--- config.mk ---
export PLATFORM = sky130hd
export DESIGN_NAME = fixed_block_pool_allocator_top
export DESIGN_NICKNAME = d
export VERILOG_FILES = /design/src/design/fbpa_pkg.sv /design/src/design/fixed_block_pool_allocator_top.sv /design/src/design/fbpa_queue.sv /design/src/design/fbpa_back.sv
export SDC_FILE = /design/constraint.sdc
export NUM_CORES = 2
export LEC_CHECK = 0
export BUFFER_PORTS_ARGS = -buffer_cell sky130_fd_sc_hd__buf_2
export CORE_MARGIN = 1
export CORE_UTILIZATION = 57
export DETAILED_ROUTE_END_ITERATION = 7
export PLACE_DENSITY = 0.76
export RECOVER_POWER = 25
export SYNTH_ARGS = -nofsm -noshare
export SYNTH_HDL_FRONTEND = slang
export SYNTH_SLANG_ARGS = --single-unit
--- constraint.sdc ---
create_clock -name clk -period 4.9 [get_ports clk]
set_input_delay 0.245 -clock clk [delete_from_list [all_inputs] [get_ports clk]]
set_output_delay 0.245 -clock clk [all_outputs]
set_load 0.02 [all_outputs]
--- src/design/fbpa_pkg.sv ---
`default_nettype none
package fbpa_pkg;
	typedef enum logic [2:0] {
		ST_OK        = 3'd0,
		ST_EXHAUSTED = 3'd1,
		ST_CORRUPT   = 3'd2,
		ST_NULL      = 3'd3,
		ST_RANGE     = 3'd4,
		ST_DOUBLE    = 3'd5,
		ST_FULL      = 3'd6
	} status_t;

	typedef enum logic [1:0] {
		REG_BASE  = 2'd0,
		REG_SIZE  = 2'd1,
		REG_COUNT = 2'd2
	} reg_idx_t;

	typedef enum logic [2:0] {
		B_IDLE,
		B_INIT,
		B_DIV,
		B_ALLOC,
		B_FREE,
		B_CHK,
		B_MUL,
		B_OUT
	} bstate_t;

	localparam int unsigned ADDR_W     = 32;
	localparam int unsigned MAX_BLOCKS = 256;

	typedef struct packed {
		logic              op;
		logic [ADDR_W-1:0] free_address;
	} req_t;

	typedef struct packed {
		logic [2:0]        status;
		logic [ADDR_W-1:0] block_address;
		logic [7:0]        block_index;
		logic [8:0]        avail_count;
		logic [23:0]       pool_bytes;
	} rsp_t;
endpackage
`default_nettype wire

--- src/design/fixed_block_pool_allocator_top.sv ---
`default_nettype none
// Fixed-size block pool allocator. Each request is an allocate (op 0) or a
// free (op 1 with an address) and yields one response. Requests enter a
// two-entry queue; the back end handles one at a time. A free runs a radix-2
// divider that finds the block index one bit per cycle. After reset and after
// each block_count write the free stack is refilled and the used bits cleared,
// during which no request is taken. Configuration is taken only while the
// back end is idle and no request or response is waiting.
module fixed_block_pool_allocator_top (
	input  wire logic        clk,
	input  wire logic        arst_n,
	input  wire logic        s_tvalid,
	output logic             s_tready,
	input  wire logic [39:0] s_tdata,   // op[0], free_address[32:1], zero[39:33]
	output logic             m_tvalid,
	input  wire logic        m_tready,
	output logic [79:0]      m_tdata,   // status, block_address, block_index,
	                                    // avail_count, pool_bytes, zero pad
	input  wire logic        cfg_valid,
	output logic             cfg_ready,
	input  wire logic [1:0]  cfg_index,
	input  wire logic [31:0] cfg_data
);
	fbpa_pkg::req_t in_req, q_req;
	fbpa_pkg::rsp_t rsp;
	logic q_valid, q_ready;

	assign in_req.op = s_tdata[0];
	assign in_req.free_address = s_tdata[32:1];

	fbpa_queue #(.DEPTH_LOG(1)) u_queue (
		.clk(clk), .arst_n(arst_n),
		.in_valid(s_tvalid), .in_ready(s_tready), .in_data(in_req),
		.out_valid(q_valid), .out_ready(q_ready), .out_data(q_req)
	);

	fbpa_back u_back (
		.clk(clk), .arst_n(arst_n),
		.cfg_valid(cfg_valid), .cfg_ready(cfg_ready),
		.cfg_index(cfg_index), .cfg_data(cfg_data),
		.req_valid(q_valid), .req_ready(q_ready), .req(q_req),
		.rsp_valid(m_tvalid), .rsp_ready(m_tready), .rsp(rsp)
	);

	assign m_tdata = {4'b0, rsp.pool_bytes, rsp.avail_count, rsp.block_index,
		rsp.block_address, rsp.status};
endmodule
`default_nettype wire

--- src/design/fbpa_queue.sv ---
`default_nettype none
module fbpa_queue #(
	parameter int unsigned DEPTH_LOG = 1
) (
	input  wire logic          clk,
	input  wire logic          arst_n,
	input  wire logic          in_valid,
	output logic               in_ready,
	input  wire fbpa_pkg::req_t in_data,
	output logic               out_valid,
	input  wire logic          out_ready,
	output fbpa_pkg::req_t     out_data
);
	localparam int unsigned DEPTH = 1 << DEPTH_LOG;
	fbpa_pkg::req_t mem_q [DEPTH];
	logic [DEPTH_LOG-1:0] wp_q, rp_q;
	logic [DEPTH_LOG:0]   cnt_q;
	logic push, pop;

	assign in_ready  = (cnt_q != (DEPTH_LOG+1)'(DEPTH));
	assign out_valid = (cnt_q != '0);
	assign out_data  = mem_q[rp_q];
	assign push = in_valid && in_ready;
	assign pop  = out_valid && out_ready;

	always_ff @(posedge clk or negedge arst_n) begin
		if (!arst_n) begin
			wp_q  <= '0;
			rp_q  <= '0;
			cnt_q <= '0;
		end else begin
			if (push) wp_q <= wp_q + 1'b1;
			if (pop)  rp_q <= rp_q + 1'b1;
			if (push && !pop) cnt_q <= cnt_q + 1'b1;
			else if (pop && !push) cnt_q <= cnt_q - 1'b1;
		end
	end

	always_ff @(posedge clk) begin
		if (push) mem_q[wp_q] <= in_data;
	end
endmodule
`default_nettype wire

--- src/design/fbpa_back.sv ---
`default_nettype none
module fbpa_back (
	input  wire logic           clk,
	input  wire logic           arst_n,
	input  wire logic           cfg_valid,
	output logic                cfg_ready,
	input  wire logic [1:0]     cfg_index,
	input  wire logic [31:0]    cfg_data,
	input  wire logic           req_valid,
	output logic                req_ready,
	input  wire fbpa_pkg::req_t req,
	output logic                rsp_valid,
	input  wire logic           rsp_ready,
	output fbpa_pkg::rsp_t      rsp
);
	localparam int unsigned MAX_BLOCKS = fbpa_pkg::MAX_BLOCKS;
	localparam int unsigned IW = (MAX_BLOCKS > 1) ? $clog2(MAX_BLOCKS) : 1;
	localparam int unsigned CW = $clog2(MAX_BLOCKS + 1);

	fbpa_pkg::bstate_t st_q, st_d;
	logic [31:0] base_q;
	logic [15:0] size_q;
	logic [8:0]  count_q;
	logic [CW-1:0] total_q;
	logic [IW-1:0] stk_q [MAX_BLOCKS];
	logic used_q [MAX_BLOCKS];
	logic used_s1;
	logic [IW:0] ini_q;
	logic [31:0] rem_q, quo_q, off_q;
	logic [5:0] bit_q;
	logic [IW-1:0] rd_s1;
	logic [2:0] stat_q;
	logic [31:0] addr_q;
	logic [7:0] bidx_q;
	logic [31:0] mul_q;
	logic [23:0] tb_q;
	logic [IW-1:0] idx_q;
	logic out_q;

	logic [15:0] esize;
	logic [CW-1:0] ecount;
	logic [32:0] trial;
	logic [31:0] rem_sh;

	assign esize  = (size_q == '0) ? 16'd1 : size_q;
	assign ecount = (count_q > 9'(MAX_BLOCKS)) ? CW'(MAX_BLOCKS) : CW'(count_q);
	assign rem_sh = {rem_q[30:0], off_q[31]};
	assign trial  = {1'b0, rem_sh} - {17'b0, esize};

	assign cfg_ready = (st_q == fbpa_pkg::B_IDLE) && !req_valid && !out_q;
	assign req_ready = (st_q == fbpa_pkg::B_IDLE) && !out_q;
	assign rsp_valid = out_q;

	always_comb begin
		st_d = st_q;
		case (st_q)
			fbpa_pkg::B_IDLE:
				if (cfg_valid && cfg_ready && cfg_index == fbpa_pkg::REG_COUNT) st_d = fbpa_pkg::B_INIT;
				else if (req_valid && req_ready) st_d = req.op ? fbpa_pkg::B_DIV : fbpa_pkg::B_ALLOC;
			fbpa_pkg::B_INIT:  if (ini_q == (IW+1)'(MAX_BLOCKS - 1)) st_d = fbpa_pkg::B_IDLE;
			fbpa_pkg::B_DIV:   if (bit_q == 6'd31) st_d = fbpa_pkg::B_FREE;
			fbpa_pkg::B_ALLOC: st_d = fbpa_pkg::B_MUL;
			fbpa_pkg::B_MUL:   st_d = fbpa_pkg::B_OUT;
			fbpa_pkg::B_FREE:  st_d = fbpa_pkg::B_CHK;
			fbpa_pkg::B_CHK:   st_d = fbpa_pkg::B_OUT;
			fbpa_pkg::B_OUT:   st_d = fbpa_pkg::B_IDLE;
			default:           st_d = fbpa_pkg::B_IDLE;
		endcase
	end

	always_comb begin
		rsp.status        = stat_q;
		rsp.block_address = addr_q;
		rsp.block_index   = bidx_q;
		rsp.avail_count   = 9'(total_q);
		rsp.pool_bytes    = tb_q;
	end

	always_ff @(posedge clk or negedge arst_n) begin
		if (!arst_n) begin
			st_q    <= fbpa_pkg::B_INIT;
			base_q  <= '0;
			size_q  <= 16'd64;
			count_q <= 9'd256;
			total_q <= CW'(MAX_BLOCKS);
			ini_q   <= '0;
			out_q   <= 1'b0;
		end else begin
			st_q <= st_d;
			if (out_q && rsp_ready) out_q <= 1'b0;
			case (st_q)
				fbpa_pkg::B_IDLE: begin
					if (cfg_valid && cfg_ready) begin
						case (cfg_index)
							fbpa_pkg::REG_BASE: base_q <= cfg_data;
							fbpa_pkg::REG_SIZE: size_q <= cfg_data[15:0];
							fbpa_pkg::REG_COUNT: begin
								count_q <= cfg_data[8:0];
								ini_q   <= '0;
								total_q <= (cfg_data[8:0] > 9'(MAX_BLOCKS)) ?
									CW'(MAX_BLOCKS) : CW'(cfg_data[8:0]);
							end
							default: ;
						endcase
					end
				end
				fbpa_pkg::B_INIT: ini_q <= ini_q + 1'b1;
				fbpa_pkg::B_CHK: begin
					if (stat_q == fbpa_pkg::ST_OK && used_s1 && total_q < ecount)
						total_q <= total_q + 1'b1;
				end
				fbpa_pkg::B_ALLOC: begin
					if (total_q != '0 && CW'(rd_s1) < ecount)
						total_q <= total_q - 1'b1;
				end
				fbpa_pkg::B_OUT: out_q <= 1'b1;
				default: ;
			endcase
		end
	end

	always_ff @(posedge clk) begin
		if (st_q == fbpa_pkg::B_INIT) stk_q[ini_q[IW-1:0]] <= ini_q[IW-1:0];
		else if (st_q == fbpa_pkg::B_CHK && stat_q == fbpa_pkg::ST_OK && used_s1
			&& total_q < ecount)
			stk_q[total_q[IW-1:0]] <= idx_q;
		if (st_q == fbpa_pkg::B_INIT) used_q[ini_q[IW-1:0]] <= 1'b0;
		else if (st_q == fbpa_pkg::B_ALLOC && total_q != '0 && CW'(rd_s1) < ecount)
			used_q[rd_s1] <= 1'b1;
		else if (st_q == fbpa_pkg::B_CHK && stat_q == fbpa_pkg::ST_OK && used_s1)
			used_q[idx_q] <= 1'b0;
		used_s1 <= used_q[quo_q[IW-1:0]];
		rd_s1 <= stk_q[total_q[IW-1:0] - 1'b1];
		tb_q  <= 24'(ecount) * 24'(esize);
		case (st_q)
			fbpa_pkg::B_IDLE: begin
				if (req_valid && req_ready) begin
					off_q  <= req.free_address - base_q;
					rem_q  <= '0;
					quo_q  <= '0;
					bit_q  <= '0;
					addr_q <= '0;
					bidx_q <= '0;
					stat_q <= (req.free_address == '0) ? fbpa_pkg::ST_NULL : fbpa_pkg::ST_OK;
				end
			end
			fbpa_pkg::B_DIV: begin
				off_q <= {off_q[30:0], 1'b0};
				bit_q <= bit_q + 1'b1;
				if (!trial[32]) begin
					rem_q <= trial[31:0];
					quo_q <= {quo_q[30:0], 1'b1};
				end else begin
					rem_q <= rem_sh;
					quo_q <= {quo_q[30:0], 1'b0};
				end
			end
			fbpa_pkg::B_FREE: begin
				idx_q <= quo_q[IW-1:0];
				if (stat_q == fbpa_pkg::ST_OK) begin
					if (rem_q != '0 || quo_q >= 32'(ecount)) stat_q <= fbpa_pkg::ST_RANGE;
					else bidx_q <= 8'(quo_q);
				end
			end
			fbpa_pkg::B_CHK: begin
				if (stat_q == fbpa_pkg::ST_OK) begin
					if (!used_s1) stat_q <= fbpa_pkg::ST_DOUBLE;
					else if (total_q >= ecount) stat_q <= fbpa_pkg::ST_FULL;
				end
			end
			fbpa_pkg::B_ALLOC: begin
				idx_q <= rd_s1;
				mul_q <= 32'(rd_s1) * 32'(esize);
				if (total_q == '0) stat_q <= fbpa_pkg::ST_EXHAUSTED;
				else if (CW'(rd_s1) >= ecount) stat_q <= fbpa_pkg::ST_CORRUPT;
				else stat_q <= fbpa_pkg::ST_OK;
			end
			fbpa_pkg::B_MUL: begin
				if (stat_q == fbpa_pkg::ST_OK) begin
					addr_q <= base_q + mul_q;
					bidx_q <= 8'(idx_q);
				end
			end
			default: ;
		endcase
	end
endmodule
`default_nettype wire

-- After elaboration in Yosys (flattened, before gate mapping)
Memories as Yosys holds them, arrays and structs flattened. A register that Yosys moved wholly into a read port is not among the register bits.
Cells that the tools add are included.
- add/subtract/negate cells: 12
- $mul: 2
- $lt $le $gt $ge: 7
- equality and inequality tests: 26
- multiplexer cells: 71
- reduce and logical (&&, ||, !) cells: 55
- operator list (operator ; count):
    32-bit one-hot mux with 2 select lines ; 4
    32-bit two-way mux ; 4
    9-bit two-way mux ; 8
    8-bit two-way mux ; 8
    3-bit two-way mux ; 11
    32-bit by 16-bit subtractor with 33-bit output ; 1
    32-bit by 24-bit adder with 32-bit output ; 1
    32-bit by 9-bit >= comparator with 1-bit output ; 1
    32-bit logical NOT ; 1
    32-bit nonzero test ; 1
    32-bit subtractor ; 1
    9-bit one-hot mux with 3 select lines ; 1
    8-bit by 16-bit multiplier with 24-bit output ; 1
    9-bit by 16-bit multiplier with 24-bit output ; 1
    8-bit one-hot mux with 3 select lines ; 1
    1-bit two-way mux ; 23
    3-bit one-hot mux with 7 select lines ; 1
    9-bit by 1-bit adder with 9-bit output, second input constant ; 2
    9-bit > comparator, second input constant ; 2
    1-bit logical AND ; 18
    9-bit one-hot mux with 2 select lines ; 1
    3-bit AND reduction ; 6
    16-bit logical NOT ; 1
    16-bit two-way mux ; 1
    40 further kinds ; 73
- register bits after elaboration: 284
- bits in writable memories: 2370
- input port bits: 79
- output and inout bits: 83
- logic and storage cells: 196
- memories kept: 3
- memories (memory ; words ; bits a word ; rd ports ; clocked after memory_dff ; wr ports ; RTL line ; RTL):
    u_back.stk_q ; 256 ; 8 ; 1 ; 1 ; 1 ; fbpa_back.sv:25 ; logic [IW-1:0] stk_q [MAX_BLOCKS];
    u_back.used_q ; 256 ; 1 ; 1 ; 1 ; 1 ; fbpa_back.sv:26 ; logic used_q [MAX_BLOCKS];
    u_queue.mem_q ; 2 ; 33 ; 1 ; 0 ; 1 ; fbpa_queue.sv:15 ; fbpa_pkg::req_t mem_q [DEPTH];

-- Longest topological paths before layout
- depth after elaboration: 10
- depth in mapped cells: 24
- mapped depth without buffers: 23

-- By module
A second synthesis with hierarchy kept.
- cell total of the unflattened synthesis: 6655
- area, all modules: 117042.3 um^2
- modules (own cells, without submodules) (module ; times used ; cells each ; area an instance (um^2) ; sequential area each (um^2)):
    fbpa_back ; 1 ; 6529 ; 114280.9 ; 77144.0
    fbpa_queue ; 1 ; 121 ; 2727.6 ; 2082.0
    fixed_block_pool_allocator_top ; 1 ; 5 ; 33.8 ; 0.0

-- Worst setup path after synthesis
Ideal clock, no wire load.
- kind: register to register
- from: register u_back.size_q[6]
- to: register u_back.mul_q[22], data pin
- setup time: 258 ps
- data arrival time: 5124 ps
- required time: 4642 ps
- path slack: -481 ps
- cell stages (with the launch flop): 22
- buffers on the path: 1
- clock period less this slack: 5381 ps
- path through: dfstp_2 -> nor4_1 -> a41oi_1 -> clkbuf_1 -> inv_1 -> nand2_1 -> fa_1 -> fa_1 -> inv_1 -> fa_1 -> inv_1 -> fa_1 -> inv_1 -> ha_1 -> o21a_1 -> o21a_1 -> o22a_1 -> a31oi_1 -> nor3_1 -> or3_1 -> a21oi_1 -> xnor2_1
- word-level cells in the longest chain between the ends: 3
- RTL lines (element ; RTL line ; RTL):
    start, declared ; fbpa_back.sv:22 ; logic [15:0] size_q;
    start signal, assigned ; fbpa_back.sv:96 ; fbpa_pkg::REG_SIZE: size_q <= cfg_data[15:0];
    16-bit logical NOT ; fbpa_back.sv:45 ; assign esize = (size_q == '0) ? 16'd1 : size_q;
    16-bit two-way mux * ; fbpa_back.sv:45 ;
    8-bit by 16-bit multiplier with 24-bit output * ; fbpa_back.sv:173 ; mul_q <= 32'(rd_s1) * 32'(esize);
    end signal, assigned ; fbpa_back.sv:173 ;
    end, declared ; fbpa_back.sv:35 ; logic [31:0] mul_q;
Every way passes the cells marked *; elsewhere a longest branch is shown, timed or not.
A chain may end at the register's enable or synchronous reset.

-- Worst setup path after layout
- from: register u_back.rd_s1[2], read port of u_back.stk_q
- to: register u_back.mul_q[22], data pin
- word-level cells in the longest chain between the ends: 1
- RTL lines (element ; RTL line ; RTL):
    start, declared ; fbpa_back.sv:31 ; logic [IW-1:0] rd_s1;
    8-bit by 16-bit multiplier with 24-bit output ; fbpa_back.sv:173 ;
Every way passes these cells.

==> impl_results.md <==
- Outcome: finished with violations
- Failing checks: max-capacitance violations, max-slew violations, negative setup slack
- Final Non-Filler Cells: 10,300
- Primary FF master, synth: edfxtp_1
- Initial antenna violation count: 13
- Kind of end point of the critical path: flop
- Tmin final: 5.12 ns
- Total GRT Usage: 0.296
- DRT Wirelength: 303,000 um
- Max Cap Viol: 2
- Share of cells above drive strength 1: 0.271
- Sequential area share after synthesis: 0.677
- # IOs: 162
- Worst EP arrival: 5.75 ns
- Sink Count: 2,663
- Post-synthesis instance total: 6,677
- Crit Path Category: reg -> reg
- Area grow syn2layout: 15.9%
- Int Pwr: 56,300 uW
- Clock Skew: 0.0931 ns
- Grt peak-use layer: met2
- Fill cells: 13,000
- Seq cells post-synth: 2,663
- Largest net degree at the start of global routing: 257
- Leak: 0.0464 uW
- DRT iter0 DRCs: 8,020
- Post-synth EDFFs: 2,547
- Die ar.: 0.207 mm^2
- Final RePlAce weighted congestion: 0.908
- H-tree level count: 5
- DR vias: 66,200
- PD cells: 644 mW/mm^2
- DP Area: 0.125 mm^2
- Comb pwr share: 0.409
- Synth Area per Inst: 17.5 um^2
- CP Launch Type: flop
- Clk_lat worst skew: 0.97 ns
- Synth Cell Area: 0.117 mm^2
- Sw Pwr: 31,000 uW
- Pre-Repair DR Iteration Count: 6
- Period utilisation layout: 1.04
- GR Layer Usage met3: 0.0525
- Slew margin rel.: -0.758
- GR Layer Usage met1: 0.392
- F_max: 195 MHz
- Die Width: 455 um
- HP Class: in -> reg
- WP data required: 5.53 ns
- Yosys warns: 0
- GR Overflow Total: 0
- Peak VDD IR: 0.000578 V
- Post-synth ARST share: 0.0312
- Worst-margin pin slew: 2.64 ns
- Final Net Count: 7,930
- Final setup viols: 9
- Clock buffer count from CTS: 286
- Leading cell type in the layout, fill and taps excluded: edfxtp_1
- Final worst slack: -0.218 ns
- Drt via density: 6.40
- Most frequent cells in the layout: edfxtp_1 (2,547), nor2_1 (760), mux4_2 (757)
- Final Hold Fails: 0
- Clk pin slew, worst setup/hold paths: 0.06 ns
- Met2 usage: 0.489
- ANT nets after route: 0
- Vias in the first global route: 67,400
- Crit-path max FO: 6
- RSZ-0062 raised after global routing: yes
- Clk buf depth: 4
- Initial Utilization: 0.576
- Flop pwr share: 0.353
- Final Max Tran Viols: 82
- Root buffer cell: clkbuf_16
- Die Y: 455 um
- Distinct cells, synth: 84
- HPWL Detailed: 178,000 um
- TritonCTS clock tree: done
- Drt drc: 0
- Clock network power share: 0.238
- Final Instance Area: 0.136 mm^2
- Core area: 0.203 mm^2
- FP Rows: 165
- Net Sw Frac: 0.356
- DR WL/cell: 29.3 um
- IO buf count: 150
- First-pass GRT wire length: 446,000 um
- Post-Place Cells: 9,689
## power groups by stage
| stage | registers (uW) | logic [uW] | clock network [uW] |
|---|---|---|---|
| global placement | 31100 | 33400 | 0 |
| floorplan | 31300 | 21600 | 0 |
| CTS | 30700 | 35100 | 21000 |
| finish | 30800 | 35700 | 20800 |
| global route | 30900 | 37400 | 21700 |
| detailed placement | 31200 | 34100 | 0 |
## cells in the mapped netlist (50+ instances only)
cell / instances / area share
o21ai_0: 124 / 0.0053
fa_1: 186 / 0.032
nand2_1: 303 / 0.0097
mux2_2: 67 / 0.0064
nor2_1: 797 / 0.026
a21oi_1: 107 / 0.0046
inv_1: 328 / 0.011
clkbuf_1: 193 / 0.0062
a21o_1: 50 / 0.0032
buf_2: 113 / 0.0048
edfxtp_1: 2547 / 0.65
and2_1: 122 / 0.0065
ha_1: 196 / 0.021
mux4_2: 757 / 0.15
nor3_1: 51 / 0.0022
xnor2_1: 93 / 0.0070
dfrtp_1: 79 / 0.017
## state kept, by name, indices dropped and copies added (netlist names), 32 cells and up
| register | flops |
|---|---|
| u_back.quo_q | 32 |
| u_queue.mem_q | 66 |
| u_back.off_q | 32 |
| u_back.stk_q | 2048 |
| u_back.addr_q | 32 |
| u_back.base_q | 32 |
| u_back.rem_q | 32 |
| u_back.used_q | 256 |
## critical path, stage by stage (launching register included)
cell and delay (ns):
dfxtp_1 0.37, clkinvlp_4 0.22, clkbuf_4 0.25, nor2_1 0.16, fa_1 0.44, fa_1 0.50
fa_1 0.50, inv_1 0.05, fa_1 0.47, inv_1 0.05, ha_1 0.34, a21o_1 0.21
a211oi_2 0.24, o21ai_1 0.13, a31oi_4 0.21, nor3_2 0.08, or3_4 0.39, a21oi_2 0.16
xnor2_1 0.08
## worst paths after layout
| kind | cells after the start | slack [ns] | startpoint | endpoint |
|---|---|---|---|---|
| worst max-delay path | 18 | -0.22 | u_back.rd_s1[2]$_DFF_P_ | u_back.mul_q[22]$_DFFE_PP_ |
| max in group asynchronous | 4 | 1.45 | arst_n | u_back.size_q[3]$_DFFE_PN0P_ |
| worst min register to register | 1 | 0.50 | u_back.count_q[3]$_DFFE_PN0P_ | u_back.count_q[3]$_DFFE_PN0P_ |
| min in group asynchronous | 3 | 0.89 | arst_n | u_back.total_q[8]$_DFFE_PN1P_ |
| worst min-delay path | 2 | 0.09 | s_tdata[9] | u_queue.mem_q[0][8]$_DFFE_PP_ |
| worst max register to register | 18 | -0.22 | u_back.rd_s1[2]$_DFF_P_ | u_back.mul_q[22]$_DFFE_PP_ |
## cells by family after synthesis
family                     Yosys count  share of synthesized area
adders and majority gates          382                     0.0528
AOI/OAI and AO/OA                  450                     0.0246
other                                1                  0.0000320
DFF                               2663                      0.677
xor gates and xnor gates           136                     0.0102
and+or+nand+nor                   1505                     0.0566
muxes                              870                      0.156
buffers and inverters              670                     0.0230
## through the flow
step | setup TNS (ns) | power, uW | util | setup WS, ns | hold WS (ns)
global placement | -3.36 | 64500 | 0.613 | -0.481 | 0.285
finish | -0.821 | 87300 | 0.668 | -0.218 | 0.0924
global route | -5.48 | 90100 | 0.668 | -0.370 | 0.0712
CTS | -0.405 | 86800 | 0.665 | -0.159 | 0.0360
floorplan | -936.06 | 53000 | - | -0.456 | -0.0506
detailed placement | -4.36 | 65300 | 0.613 | -0.506 | 0.274
## routing by layer
metal  wire (um)  part of all wire
met1      110000              0.36
met2      151000              0.50
met3       28000             0.092
met4       14000             0.046
met5          51           0.00017
## repair_timing
action / CTS / global route
buffers inserted: 24 / 24
resized for setup: 80 / 134
setup endpoints to repair: 61 / 350
cloned: 0 / 0
pin swaps: 54 / 73
hold buffers: 127 / 0
hold endpoints to repair: 187 / 0
## layout make-up
class	instances	area, um^2	area share
Sequential cell	2663	79200	0.584
Clock inverter	137	1270	0.00936
Multi-Input combinational cell	3347	36000	0.266
Clock buffer	345	7530	0.0555
Inverter	332	1260	0.00932
Tap cell	2672	3340	0.0246
Timing Repair Buffer	839	6960	0.0513
Antenna cell	8	20.0	0.000148
Note: power is estimated with default switching activity, not from simulation.
